--- src/rtl/sdt_pkg.sv ---
// sdt_pkg: types and constants shared by the sleep deadline table.
// No dependencies; sdt_ctrl and sleep_deadline_table import it.
`timescale 1ns / 1ps

package sdt_pkg;

    localparam int SLOTS_DEF = 16;
    localparam int ID_W      = 8;
    localparam int DELAY_W   = 24;
    localparam int TICK_W    = 32;

    typedef enum logic {
        OP_SLEEP = 1'b0,
        OP_TICK  = 1'b1
    } t_op;

    typedef enum logic [1:0] {
        KIND_SLEEP_OK   = 2'd0,
        KIND_SLEEP_FULL = 2'd1,
        KIND_WAKE       = 2'd2,
        KIND_VERDICT    = 2'd3
    } t_kind;

    typedef enum logic [1:0] {
        ST_IDLE,
        ST_SLEEP_OUT,
        ST_SCAN,
        ST_VERDICT
    } t_state;

    typedef struct packed {
        t_op                 opcode;
        logic [ID_W-1:0]     thread_id;
        logic [DELAY_W-1:0]  delay;
        logic                machine_idle;
        logic                other_interrupts_pending;
    } t_in;

    typedef struct packed {
        t_kind               kind;
        logic [ID_W-1:0]     woken_thread;
        logic                yield_request;
        logic                timer_stop;
        logic                last;
    } t_out;

    // one table entry as held in the slot memory
    typedef struct packed {
        logic [ID_W-1:0]     thread;
        logic [TICK_W-1:0]   deadline;
    } t_entry;

endpackage

--- src/rtl/sdt_ram.sv ---
// sdt_ram: generic single-write, single-read RAM with registered read data.
// No dependencies.
`timescale 1ns / 1ps

module sdt_ram #(
    parameter int WIDTH = 8,
    parameter int DEPTH = 16,
    localparam int AW   = (DEPTH > 1) ? $clog2(DEPTH) : 1
) (
    input  logic             i_clk,
    input  logic             i_we,
    input  logic [AW-1:0]    i_waddr,
    input  logic [WIDTH-1:0] i_wdata,
    input  logic             i_re,
    input  logic [AW-1:0]    i_raddr,
    output logic [WIDTH-1:0] o_rdata
);

    logic [WIDTH-1:0] r_mem [DEPTH];
    logic [WIDTH-1:0] r_rdata;

    always_ff @(posedge i_clk) begin
        if (i_we) begin
            r_mem[i_waddr] <= i_wdata;
        end
        if (i_re) begin
            r_rdata <= r_mem[i_raddr];
        end
    end

    assign o_rdata = r_rdata;

endmodule

--- src/rtl/sdt_ctrl.sv ---
// sdt_ctrl: slot valid bits, tick counter, sweep sequencer and output register.
// Depends on sdt_pkg; drives the slot memory held in sdt_ram.
`timescale 1ns / 1ps

module sdt_ctrl import sdt_pkg::*; #(
    parameter int SLOTS = SLOTS_DEF,
    localparam int IDX_W = (SLOTS > 1) ? $clog2(SLOTS) : 1
) (
    input  logic                 i_clk,
    input  logic                 i_rst_n,
    input  logic                 i_in_valid,
    output logic                 o_in_ready,
    input  t_in                  i_in_data,
    output logic                 o_out_valid,
    input  logic                 i_out_ready,
    output t_out                 o_out_data,
    output logic                 o_ram_we,
    output logic [IDX_W-1:0]     o_ram_waddr,
    output t_entry               o_ram_wdata,
    output logic                 o_ram_re,
    output logic [IDX_W-1:0]     o_ram_raddr,
    input  t_entry               i_ram_rdata
);

    localparam logic [IDX_W-1:0] LAST_IDX = IDX_W'(SLOTS - 1);

    t_state              r_state, n_state;
    logic [SLOTS-1:0]    r_valid, n_valid;
    logic [TICK_W-1:0]   r_tick, n_tick;
    logic [IDX_W-1:0]    r_idx, n_idx;
    logic                r_woke, n_woke;
    logic                r_idle, n_idle;
    logic                r_pend, n_pend;
    t_kind               r_kind, n_kind;
    logic                r_out_valid, n_out_valid;
    t_out                r_out, n_out;

    logic [IDX_W-1:0]    free_idx;
    logic                full;
    logic                out_free;
    logic                due;
    logic                quiet;
    logic [TICK_W-1:0]   diff;

    // lowest free slot
    always_comb begin
        free_idx = '0;
        for (int s = SLOTS - 1; s >= 0; s--) begin
            if (!r_valid[s]) begin
                free_idx = IDX_W'(s);
            end
        end
    end

    assign full     = &r_valid;
    assign out_free = !r_out_valid || i_out_ready;
    // wrap-safe: reached when (now - deadline) has its top bit clear
    assign diff     = r_tick - i_ram_rdata.deadline;
    assign due      = r_valid[r_idx] && !diff[TICK_W-1];
    assign quiet    = r_idle && !r_woke && !(|r_valid);

    assign o_in_ready  = (r_state == ST_IDLE);
    assign o_out_valid = r_out_valid;
    assign o_out_data  = r_out;

    always_comb begin
        n_state     = r_state;
        n_valid     = r_valid;
        n_tick      = r_tick;
        n_idx       = r_idx;
        n_woke      = r_woke;
        n_idle      = r_idle;
        n_pend      = r_pend;
        n_kind      = r_kind;
        n_out_valid = r_out_valid && !i_out_ready;
        n_out       = r_out;
        o_ram_we    = 1'b0;
        o_ram_waddr = free_idx;
        o_ram_wdata = '{thread: i_in_data.thread_id,
                        deadline: r_tick + TICK_W'(i_in_data.delay)};
        o_ram_re    = 1'b0;
        o_ram_raddr = '0;

        case (r_state)
            ST_IDLE: begin
                if (i_in_valid) begin
                    if (i_in_data.opcode == OP_SLEEP) begin
                        if (!full) begin
                            o_ram_we          = 1'b1;
                            n_valid[free_idx] = 1'b1;
                            n_kind            = KIND_SLEEP_OK;
                        end else begin
                            n_kind = KIND_SLEEP_FULL;
                        end
                        n_state = ST_SLEEP_OUT;
                    end else begin
                        n_tick   = r_tick + 1'b1;
                        n_idx    = '0;
                        n_woke   = 1'b0;
                        n_idle   = i_in_data.machine_idle;
                        n_pend   = i_in_data.other_interrupts_pending;
                        o_ram_re = 1'b1;
                        n_state  = ST_SCAN;
                    end
                end
            end
            ST_SLEEP_OUT: begin
                if (out_free) begin
                    n_out_valid = 1'b1;
                    n_out       = '{kind: r_kind, woken_thread: '0, yield_request: 1'b0,
                                    timer_stop: 1'b0, last: 1'b1};
                    n_state     = ST_IDLE;
                end
            end
            ST_SCAN: begin
                // slot r_idx data is on the read port; stall only to emit a wake
                if (!due || out_free) begin
                    if (due) begin
                        n_out_valid    = 1'b1;
                        n_out          = '{kind: KIND_WAKE,
                                           woken_thread: i_ram_rdata.thread,
                                           yield_request: 1'b0, timer_stop: 1'b0,
                                           last: 1'b0};
                        n_valid[r_idx] = 1'b0;
                        n_woke         = 1'b1;
                    end
                    if (r_idx == LAST_IDX) begin
                        n_state = ST_VERDICT;
                    end else begin
                        n_idx       = r_idx + 1'b1;
                        o_ram_re    = 1'b1;
                        o_ram_raddr = r_idx + 1'b1;
                    end
                end
            end
            ST_VERDICT: begin
                if (out_free) begin
                    n_out_valid = 1'b1;
                    n_out       = '{kind: KIND_VERDICT, woken_thread: '0,
                                    yield_request: !quiet,
                                    timer_stop: quiet && !r_pend, last: 1'b1};
                    n_state     = ST_IDLE;
                end
            end
            default: begin
                n_state = ST_IDLE;
            end
        endcase
    end

    always_ff @(posedge i_clk) begin
        if (!i_rst_n) begin
            r_state     <= ST_IDLE;
            r_valid     <= '0;
            r_tick      <= '0;
            r_out_valid <= 1'b0;
        end else begin
            r_state     <= n_state;
            r_valid     <= n_valid;
            r_tick      <= n_tick;
            r_out_valid <= n_out_valid;
        end
    end

    always_ff @(posedge i_clk) begin
        r_idx  <= n_idx;
        r_woke <= n_woke;
        r_idle <= n_idle;
        r_pend <= n_pend;
        r_kind <= n_kind;
        r_out  <= n_out;
    end

endmodule

--- src/rtl/sleep_deadline_table.sv ---
// sleep_deadline_table: top level; slot memory plus its sweep controller.
// Depends on sdt_pkg, sdt_ram, sdt_ctrl.
//
//   channel   signals                                     beat
//   input     i_in_valid / o_in_ready / i_in_data (t_in)    sleep request or tick
//   output    o_out_valid / i_out_ready / o_out_data (t_out) one result
//
// Sleep: accepted in ST_IDLE; the result is loaded into the output register from
// ST_SLEEP_OUT, and the input stays not ready until then.
// Tick: accepted in ST_IDLE, then ST_SCAN sweeps the slot memory (registered
// read data) one slot per cycle while no wake waits, then ST_VERDICT. A wake, the
// verdict or a sleep result waits while the output register is still full.
// One item is in work at a time.
// Reset (synchronous, active low) empties the table and zeroes the tick count.
`timescale 1ns / 1ps

module sleep_deadline_table import sdt_pkg::*; #(
    parameter int SLOTS = SLOTS_DEF
) (
    input  logic i_clk,
    input  logic i_rst_n,
    input  logic i_in_valid,
    output logic o_in_ready,
    input  t_in  i_in_data,
    output logic o_out_valid,
    input  logic i_out_ready,
    output t_out o_out_data
);

    localparam int IDX_W = (SLOTS > 1) ? $clog2(SLOTS) : 1;

    logic             ram_we;
    logic [IDX_W-1:0] ram_waddr;
    t_entry           ram_wdata;
    logic             ram_re;
    logic [IDX_W-1:0] ram_raddr;
    t_entry           ram_rdata;

    sdt_ram #(
        .WIDTH ($bits(t_entry)),
        .DEPTH (SLOTS)
    ) u_slot_ram (
        .i_clk   (i_clk),
        .i_we    (ram_we),
        .i_waddr (ram_waddr),
        .i_wdata (ram_wdata),
        .i_re    (ram_re),
        .i_raddr (ram_raddr),
        .o_rdata (ram_rdata)
    );

    sdt_ctrl #(
        .SLOTS (SLOTS)
    ) u_ctrl (
        .i_clk       (i_clk),
        .i_rst_n     (i_rst_n),
        .i_in_valid  (i_in_valid),
        .o_in_ready  (o_in_ready),
        .i_in_data   (i_in_data),
        .o_out_valid (o_out_valid),
        .i_out_ready (i_out_ready),
        .o_out_data  (o_out_data),
        .o_ram_we    (ram_we),
        .o_ram_waddr (ram_waddr),
        .o_ram_wdata (ram_wdata),
        .o_ram_re    (ram_re),
        .o_ram_raddr (ram_raddr),
        .i_ram_rdata (ram_rdata)
    );

endmodule
--- config.mk ---
export PLATFORM = sky130hd
export DESIGN_NAME = sleep_deadline_table
export DESIGN_NICKNAME = d
export VERILOG_FILES = /design/src/rtl/sdt_pkg.sv /design/src/rtl/sdt_ram.sv /design/src/rtl/sdt_ctrl.sv /design/src/rtl/sleep_deadline_table.sv
export SDC_FILE = /design/constraint.sdc
export NUM_CORES = 1
export LEC_CHECK = 0
export BUFFER_PORTS_ARGS = -buffer_cell sky130_fd_sc_hd__buf_2
export CORE_MARGIN = 2
export CORE_UTILIZATION = 25
export CTS_CLUSTER_SIZE = 10
export DETAILED_ROUTE_END_ITERATION = 12
export SYNTH_ARGS = -nofsm -noshare
export SYNTH_HDL_FRONTEND = slang
export SYNTH_SLANG_ARGS = --single-unit
--- constraint.sdc ---
create_clock -name i_clk -period 4.5 [get_ports i_clk]
set_clock_uncertainty 0.15 [all_clocks]
set_input_delay 0 -clock i_clk [delete_from_list [all_inputs] [get_ports i_clk]]
set_output_delay 0 -clock i_clk [all_outputs]
set_load 0.05 [all_outputs]
# Word-level counts from Yosys, hierarchy flattened
# Memories as Yosys holds them, arrays and structs flattened. A register that Yosys moved wholly into a read port is not among the register bits.
# Cells that the tools add are included.
[totals]
reg_bits = 73
latch_bits = 0
ramBits = 640
rom_bits = 0
inputBits = 39
output_inout_bits = 15
word_cells = 140
mem_count = 1
[mem_list]
columns = ["memory", "words", "width", "rd", "rd_ports_with_merged_regs", "wr", "line_no", "text"]
rows = [
  ["u_slot_ram.r_mem", 16, 40, 1, 1, 1, "sdt_ram.sv:19", "logic [WIDTH-1:0] r_mem [DEPTH];"],
]
[classes]
addsub = 4
n_mul = 0
div = 0
magnitude_cmp = 4
n_eq_ne = 15
n_shift = 0
n_mux = 68
bitwise_logic = 4
reduce_logical = 30
[op_table]
columns = ["op", "count"]
rows = [
  ["$mux 4", 23],
  ["$mux 16", 5],
  ["$mux 13", 4],
  ["$pmux 13 s3", 1],
  ["$add 32x1->32 const B", 1],
  ["$add 32x24->32", 1],
  ["$pmux 16 s2", 1],
  ["$sub 32x32->32", 1],
  ["$mux 1", 21],
  ["$and 16x16->16", 1],
  ["$not 16->16", 1],
  ["$or 16x16->16", 1],
  ["$reduce_and 16->1", 1],
  ["$reduce_or 16->1", 1],
  ["$reduce_and 5->1", 3],
  ["$ne 2x1->1 const B", 7],
  ["$lt 4x5->1 const B", 2],
  ["$mux 2", 5],
  ["$demux 1 s4", 2],
  ["$ge 4x1->1 const B", 2],
  ["$logic_not 1->1", 8],
  ["$ne 2x2->1 const B", 4],
  ["$pmux 4 s2", 1],
  ["$logic_and 1x1->1", 7],
  ["16 further kinds", 21],
]

# Logic depth before layout (Yosys ltp)
# Gate-level depths: netlist (run 1).
[logic_depth]
word_depth = 25
depth_mapped = 14
depth_no_buf = 12

# Hierarchy
# Synthesis (run 1) repeated with hierarchy kept, for this count alone.
[unflattened]
cells_unflattened = 1748
area_unflattened_um2 = 31312.5
[modules_own_cells]
columns = ["module", "instances", "cells_per_inst", "area_per_inst_um2", "seq_area_each_um2"]
rows = [
  ["sdt_ram", 1, 1040, 25532.0, 20419.6],
  ["sdt_ctrl", 1, 708, 5780.5, 1651.6],
]

# Least setup slack after synthesis (run 1)
# OpenSTA, ideal clock, no wires.
[synth_path]
kind = "flip-flop to flip-flop"
start = "reg u_ctrl.r_state[1]"
end = "reg u_ctrl.r_valid[2]"
setup_ns = 0.081
t_arrival_ns = 4.131
required_time_ns = 4.269
setup_slack_ns = 0.138
stages_incl_launch_ff = 7
path_buffers = 1
synth_period_minus_slack_ns = 4.362
cell_sequence = "dfxtp_1 -> clkbuf_1 -> nor3_1 -> nand2_1 -> nor3_1 -> o21ai_0 -> a21oi_1"
[synth_between]
elab_chain_cells = 3
word_cells_on_any_way = 10
classes_between = "eq/ne: 6; mux: 1; reduce/logical: 3"
[synth_rtl]
columns = ["item", "line_no", "text"]
rows = [
  ["start, declared", "sdt_ctrl.sv:27", "t_state r_state, n_state;"],
  ["start signal, assigned", "sdt_ctrl.sv:158", "r_state <= n_state;"],
  ["$eq 2x2->1 or $logic_not 2->1 (tied branches)", "sdt_ctrl.sv:84", "case (r_state)"],
  ["$ne 2x1->1 (no source line) (tied with other cells)", "--", ""],
  ["$reduce_and 6->1 (no source line)", "--", ""],
  ["end signal, assigned", "sdt_ctrl.sv:159", "r_valid <= n_valid;"],
  ["end, declared", "sdt_ctrl.sv:28", "logic [SLOTS-1:0] r_valid, n_valid;"],
]
# Several ways; a longest one is shown, not always the timed one.
# A chain may end at the register's enable or synchronous reset.

# Worst setup path after layout (run 1)
[layout_path]
start = "reg u_ctrl.r_tick[28]"
end = "reg u_slot_ram.r_rdata[8], in the netlist u_slot_ram.o_rdata[8] (read register of u_slot_ram.r_mem), data pin"
[layout_between]
elab_chain_cells = 7
word_cells_on_any_way = 9
classes_between = "add/sub: 1; mux: 4; reduce/logical: 4"
[layout_rtl]
columns = ["item", "line_no", "text"]
rows = [
  ["start, declared", "sdt_ctrl.sv:29", "logic [TICK_W-1:0] r_tick, n_tick;"],
  ["start signal, assigned", "sdt_ctrl.sv:160", "r_tick <= n_tick;"],
  ["$sub 32x32->32 *", "sdt_ctrl.sv:58", "assign diff = r_tick - i_ram_rdata.deadline;"],
  ["$logic_not 1->1 *", "sdt_ctrl.sv:59", "assign due = r_valid[r_idx] && !diff[TICK_W-1];"],
  ["$logic_and 1x1->1 *", "sdt_ctrl.sv:59", ""],
  ["$logic_not 1->1 *", "sdt_ctrl.sv:117", "if (!due || out_free) begin"],
  ["$logic_or 1x1->1 *", "sdt_ctrl.sv:117", ""],
  ["$mux 1 or $mux 4 (tied branches)", "sdt_ctrl.sv:117", ""],
  ["$pmux 1 s2 or $mux 4 (tied branches)", "sdt_ctrl.sv:84", ""],
  ["end, declared", "sdt_ram.sv:20", "logic [WIDTH-1:0] r_rdata;"],
]
# Mark *: on every way between the ends. The rest lies on a longest branch, timed or not.

==> flow_metrics.env, run 1 <==
export IMPL_status="completed"
export IMPL_grt_ovfl_total=0
export IMPL_grt_usage_pct=13.6
export IMPL_grt_setup_unrepaired="false"
export IMPL_setup_viol=0
export IMPL_clock_path_buffers=3
export IMPL_area_delta_synth_final_pct=18.2
export IMPL_maxCapViolCount=0
export IMPL_final_cell_count_no_fill=4269
export IMPL_fillers=12826
export IMPL_insertion_delay_ns=0.65
export IMPL_holdWs_ns=0.0358
export IMPL_synth_seq_cells=752
export IMPL_cts_clk_slew_worst_paths_ns=0.06
export IMPL_yosysTopAreaCellShare_pct=64.8
export IMPL_num_vias=20940
export IMPL_htreeDepth=3
export IMPL_row_count=132
export IMPL_initial_core_util_pct=25.1
export IMPL_drcViolationCount=0
export IMPL_cp_end_kind="register"
export IMPL_synth_top_area_cell="edfxtp_1"
export IMPL_relSlewSlack_pct=16.2
export IMPL_grt_first_pass_wirelength_mm=135
export IMPL_routed_wl_mm=91.4
export IMPL_arrival_ns=4.66
export IMPL_cts_tree="built"
export IMPL_start_kind="register"
export IMPL_p_total_mw=15.4
export IMPL_period_minus_slack_ns=4.32
export IMPL_die_area_um2=133000
export IMPL_grt_pass1_vias=20330
export IMPL_synth_cell_types=66
export IMPL_yosysWarningCount=0
export IMPL_antenna_left=0
export IMPL_synth_edff_count=701
export IMPL_core_area_um2=129000
export IMPL_vias_per_cell=4.91
export IMPL_cts_buffers_inserted=86
export IMPL_peakVddDrop_mv=0.254
export IMPL_pre_cts_slack_ns=-0.118
export IMPL_synth_nets=2444
export IMPL_syn_inst=2345
export IMPL_dr_pass1_iters=6
export IMPL_crit_type="register to register"
export IMPL_setup_slack_ns=0.184
export IMPL_cp_max_fo=105
export IMPL_die_w_um=365
export IMPL_postSynth_asyncResetShare_pct=0
export IMPL_grt_max_degree=127
export IMPL_root_buffer="clkbuf_16"
export IMPL_ios=54
export IMPL_syn_area_per_cell_um2=13.9
export IMPL_syn_area_um2=32500
export IMPL_power_density_nw_per_um2=402
export IMPL_placedCellCount=4088
export IMPL_fin_util_pct=29.7
export IMPL_synthTopCellsByArea="edfxtp_1, mux2i_1, dfxtp_1"
export IMPL_ys_seq_area_share_pct=67.9
export IMPL_hold_path_class="input port to register"
export IMPL_antenna_found_initial=10
export IMPL_drt_iter0_markers=1983
export IMPL_place_congestion=0.842
export IMPL_clock_sinks=752
export IMPL_leakage_nw=13.0
export IMPL_portBuffers=53
export IMPL_nNetsFinal=2567
export IMPL_worst_pin_slew_ns=1.25
export IMPL_cp_required_ns=4.84
export IMPL_die_h_um=365
export IMPL_slew_violations=0
export IMPL_synthFlopType="edfxtp_1"
export IMPL_dp_hpwl_mm=53.0
export IMPL_hold_viol=0
export IMPL_layout_drive_gt1_share_pct=11.9
export IMPL_post_route_period_util_pct=95.9
export IMPL_max_freq_ghz=0.232
export IMPL_avgRoutedWirePerCell_um=21.4
through the flow:
stage	area [um^2]	TNS [ns]
3_3_place_gp	35600	-6.11
4_1_cts	38400	0
5_1_grt	38400	0
6_report	38400	0
3_5_place_dp	35600	-3.52
2_1_floorplan	32500	0
cell type report:
class                   count  area [um^2]  area share, %
well taps                1742         2180           5.67
clock inverters             7         65.1          0.169
diodes                      1         2.50        0.00651
inverters                  53          199          0.518
repair buffers            188         1670           4.35
flip-flops and latches    752        22100           57.4
clock buffers             139         2350           6.12
multi-input cells        1387         9880           25.7
layout by cell type (no fill, tap or decap), types with 5 or more instances in the layout:
| cell | synthesis | layout |
|---|---|---|
| nor2_1 | 171 | 153 |
| nor2_4 | 0 | 18 |
| nand2b_1 | 89 | 89 |
| nor2b_1 | 9 | 9 |
| buf_12 | 0 | 25 |
| clkbuf_1 | 117 | 53 |
| inv_1 | 53 | 53 |
| o21a_1 | 9 | 9 |
| a21o_1 | 16 | 14 |
| o22ai_1 | 47 | 47 |
| buf_2 | 12 | 53 |
| mux4_2 | 6 | 6 |
| a41o_1 | 43 | 43 |
| o21ai_0 | 111 | 111 |
| nand4_1 | 19 | 19 |
| clkbuf_16 | 0 | 86 |
| xnor2_1 | 42 | 37 |
| a21boi_0 | 13 | 13 |
| nor4_1 | 47 | 47 |
| xor2_1 | 13 | 13 |
| o2bb2ai_1 | 39 | 39 |
| ha_1 | 59 | 58 |
| dfxtp_1 | 51 | 51 |
| and3_1 | 21 | 21 |
| and2_1 | 39 | 39 |
| a31oi_1 | 46 | 46 |
| a311oi_1 | 39 | 39 |
| mux2i_1 | 160 | 159 |
| dlygate4sd3_1 | 0 | 32 |
| edfxtp_1 | 701 | 701 |
| nor3_1 | 6 | 5 |
| a21oi_1 | 116 | 114 |
| nand3_1 | 55 | 55 |
| buf_4 | 7 | 78 |
| nand2_1 | 71 | 66 |
| a221oi_1 | 41 | 41 |
| or3_1 | 9 | 9 |
metal layers:
metal,GRT usage [%],vias up,routed length [um]
li1,-,9385,-
met1,19.4,10600,41500
met2,20.3,793,39700
met3,3.40,154,7640
met4,4.16,8,2460
met5,0,-,48
synthesized netlist by cell type, types with 3 or more instances:
library cell	number
a221oi_1	41
nand2b_1	89
buf_6	6
mux4_2	6
nand3_1	55
o21ai_0	111
a21o_1	16
edfxtp_1	701
buf_4	7
or3_1	9
xor2_1	13
a21boi_0	13
a311oi_1	39
ha_1	59
a31oi_1	46
o211ai_1	3
o21a_1	9
inv_1	53
o2bb2ai_1	39
nand4_1	19
o21bai_1	4
and4_1	3
buf_2	12
nor4_1	47
a41o_1	43
a41oi_1	3
nor2b_1	9
mux2i_1	160
clkbuf_1	117
buf_1	11
a21oi_1	116
o2111ai_1	3
nor3_1	6
and2_1	39
dfxtp_1	51
and3_1	21
nor2_1	171
xnor2_1	42
o22ai_1	47
nand2_1	71
power by group:
| group | internal (mW) | leakage, nW | total (mW) | switching (mW) |
|---|---|---|---|---|
| logic | 0.483 | 5.05 | 1.38 | 0.897 |
| clock network | 3.55 | 1.16 | 6.25 | 2.70 |
| registers | 7.76 | 6.78 | 7.81 | 0.0514 |
| total | 11.8 | 13.0 | 15.4 | 3.65 |
state kept, by name, indices dropped and copies added (netlist names):
register            count
u_ctrl.o_out_data      13
u_ctrl.o_out_valid      1
u_ctrl.r_idle           1
u_ctrl.r_idx            4
u_ctrl.r_kind           1
u_ctrl.r_pend           1
u_ctrl.r_state          2
u_ctrl.r_tick          32
u_ctrl.r_valid         16
u_ctrl.r_woke           1
u_slot_ram.o_rdata     40
u_slot_ram.r_mem      640
cells by family after synthesis:
logic type	synth area share [%]
flops	67.9
simple gates	8.75
compound gates	11.5
buf+inv	2.64
mux	5.39
fa+ha+maj	2.33
xor+xnor	1.48
worst paths after layout:
check | cells after the start | slack, ns | from | endpoint
max | 13 | 0.18 | u_ctrl.r_tick[28] | u_slot_ram.o_rdata[8]
min | 3 | 0.04 | i_in_data[24] | u_slot_ram.r_mem[4][22]
max reg2reg | 13 | 0.18 | u_ctrl.r_tick[28] | u_slot_ram.o_rdata[8]
min reg2reg | 2 | 0.39 | u_ctrl.r_valid[8] | u_ctrl.r_valid[8]
repair_timing:
action / in CTS / in global routing
setup buffers: 0 / 1
endpoints found under the hold margin: 342 / 0
resized for setup: 4 / 4
gates cloned: 0 / 0
hold buffers: 32 / 0
pin swaps: 0 / 1
setup endpoints to repair: 64 / 62
worst max-delay path, stage by stage, from the launching register on:
cell       delay [ns]
dfxtp_1          0.54
ha_1             0.32
a21oi_1          0.13
o21ai_1          0.14
a2111oi_0        0.44
buf_4            0.21
and4b_1          0.28
a221oi_2         0.08
buf_4            0.19
mux2_8           0.33
buf_12           0.42
o21ai_0          0.18
a311oi_1         0.50
a41o_1           0.15
Power figures use the tool's default switching activity.
==> run 2, diff against run 1 <==
Settings changed: PLACE_DENSITY set to 0.41.
==> flow_metrics.env, run 2 (synthesis results as in run 1) <==
export IMPL_status="completed"
export IMPL_die_area_um2=133000
export IMPL_slew_violations=0
export IMPL_holdWs_ns=0.0312
export IMPL_grt_first_pass_wirelength_mm=149
export IMPL_hold_path_class="input port to register"
export IMPL_relSlewSlack_pct=13.4
export IMPL_drt_iter0_markers=1770
export IMPL_drcViolationCount=0
export IMPL_p_total_mw=16.2
export IMPL_maxCapViolCount=0
export IMPL_cp_top_family="compound AO/OA/AOI/OAI gates"
export IMPL_core_area_um2=129000
export IMPL_grt_usage_pct=15.5
export IMPL_grt_setup_unrepaired="false"
export IMPL_arrival_ns=4.61
export IMPL_clock_path_buffers=3
export IMPL_setup_viol=0
export IMPL_clock_sinks=752
export IMPL_max_freq_ghz=0.235
export IMPL_portBuffers=53
export IMPL_grt_ovfl_total=0
export IMPL_critPathBufInv=2
export IMPL_hp_start="i_in_data[16]"
export IMPL_cpPeakStageDelay_ns=0.48
export IMPL_leakage_nw=13.2
export IMPL_power_density_nw_per_um2=417
export IMPL_cts_clk_slew_worst_paths_ns=0.06
export IMPL_finalSetupTns_ns=0
export IMPL_nNetsFinal=2577
export IMPL_hold_viol=0
export IMPL_antenna_found_initial=3
export IMPL_final_common_cell="edfxtp_1"
export IMPL_die_w_um=365
export IMPL_insertion_delay_ns=0.65
export IMPL_most_common_layout_cells="edfxtp_1, mux2i_1, nor2_1, a21oi_1, o21ai_0"
export IMPL_regMostFlops="u_slot_ram.r_mem"
export IMPL_largest_reg_flops=640
export IMPL_num_vias=20752
export IMPL_cp_end_kind="register"
export IMPL_cts_tree="built"
export IMPL_dr_pass1_iters=5
export IMPL_cp_max_fo=36
export IMPL_ios=54
export IMPL_fillers=12915
export IMPL_cts_buffers_inserted=90
export IMPL_routed_wl_mm=105
export IMPL_grt_pass1_vias=20720
export IMPL_row_count=132
export IMPL_layout_drive_gt1_share_pct=12.8
export IMPL_die_h_um=365
export IMPL_critPathSlowestCell="a311oi_1"
export IMPL_grt_max_degree=109
export IMPL_worst_pin_slew_ns=1.29
export IMPL_antenna_left=0
export IMPL_avgRoutedWirePerCell_um=24.5
export IMPL_critPathLaunch="u_ctrl.r_tick[21]"
export IMPL_post_route_period_util_pct=94.5
export IMPL_dp_hpwl_mm=60.4
export IMPL_peakVddDrop_mv=0.234
export IMPL_crit_chain="ha_1 -> nand4_1 -> nor4_2 -> a221oi_1 -> and4b_1 -> a221oi_2 -> buf_4 -> mux2_8 -> buf_4 -> o21ai_0 -> a311oi_1 -> a41o_1"
export IMPL_r2r_start="u_ctrl.r_tick[21]"
export IMPL_area_delta_synth_final_pct=19.2
export IMPL_cp_required_ns=4.86
export IMPL_initial_core_util_pct=25.1
export IMPL_htreeDepth=3
export IMPL_placed_area_um2=35700
export IMPL_finalInstanceArea_um2=38800
export IMPL_crit_type="register to register"
export IMPL_crit_top_cell="buf_4"
export IMPL_place_congestion=0.832
export IMPL_root_buffer="clkbuf_16"
export IMPL_start_kind="register"
export IMPL_period_minus_slack_ns=4.25
export IMPL_vias_per_cell=4.83
[run 2: cell count changes in the layout (fill, tap and decap cells not counted), sizes merged]
cell,previous run,this run
clkbuf,139,157
inv,57,53
buf,156,168
bufinv,0,1
clkinv,3,6
dlygate4sd3,32,26
[run 2: layout make-up]
class                           count  area [um^2]  share of cell area (%)
Sequential cell                   752        22100                    56.9
Clock inverter                      7         58.8                   0.152
Multi-Input combinational cell   1387         9850                    25.4
Inverter                           53          199                   0.513
Timing Repair Buffer              194         1660                    4.29
Antenna cell                        1         2.50                 0.00646
Tap cell                         1742         2180                    5.62
Clock buffer                      157         2730                    7.05
[run 2: worst min-delay path, delay by kind of cell]
family | cells | cell delay (ns)
XOR/XNOR | 1 | 0.09
buffers and inverters | 2 | 0.31
adder cells (fa/ha/maj) | 1 | 0.23
[run 2: stage by stage]
step / cells / worst slack, ns / util, %
global placement: 4102 / 0.0924 / 27.6
detailed placement: 4102 / 0.160 / 27.6
finish: 4293 / 0.247 / 30.0
floorplan: 2345 / 0.138 / -
CTS: 4292 / 0.106 / 29.9
global route: 4292 / 0.0318 / 30.0
[run 2: repair_timing]
action / 4_1_cts / 5_1_grt
hold buffers: 26 / 0
buffers inserted: 0 / 0
endpoints found under the hold margin: 299 / 0
gates resized for setup: 0 / 3
endpoints found under the setup margin: 0 / 68
[run 2: path summary, 6_finish.rpt]
| check | end | slack [ns] | depth (start not counted) |
|---|---|---|---|
| setup / recovery | u_slot_ram.o_rdata[15] | 0.25 | 12 |
| hold / removal | u_slot_ram.r_mem[15][14] | 0.03 | 4 |
| setup reg to reg | u_slot_ram.o_rdata[15] | 0.25 | 12 |
| hold reg to reg | u_ctrl.o_out_data[9] | 0.36 | 1 |
[run 2: layer usage]
metal / wire [um] / GRT usage (%) / vias up
met2: 46800 / 24.2 / 581
met4: 2310 / 4.19 / 2
met1: 50000 / 22.2 / 10608
met3: 5780 / 2.73 / 144
li1: - / - / 9417
met5: 13 / 0 / -
[run 2: where the power goes]
part,switching (mW),internal (mW),total [mW]
logic,0.963,0.490,1.45
registers,0.0461,7.76,7.80
clock network,2.78,4.13,6.92
total,3.79,12.4,16.2
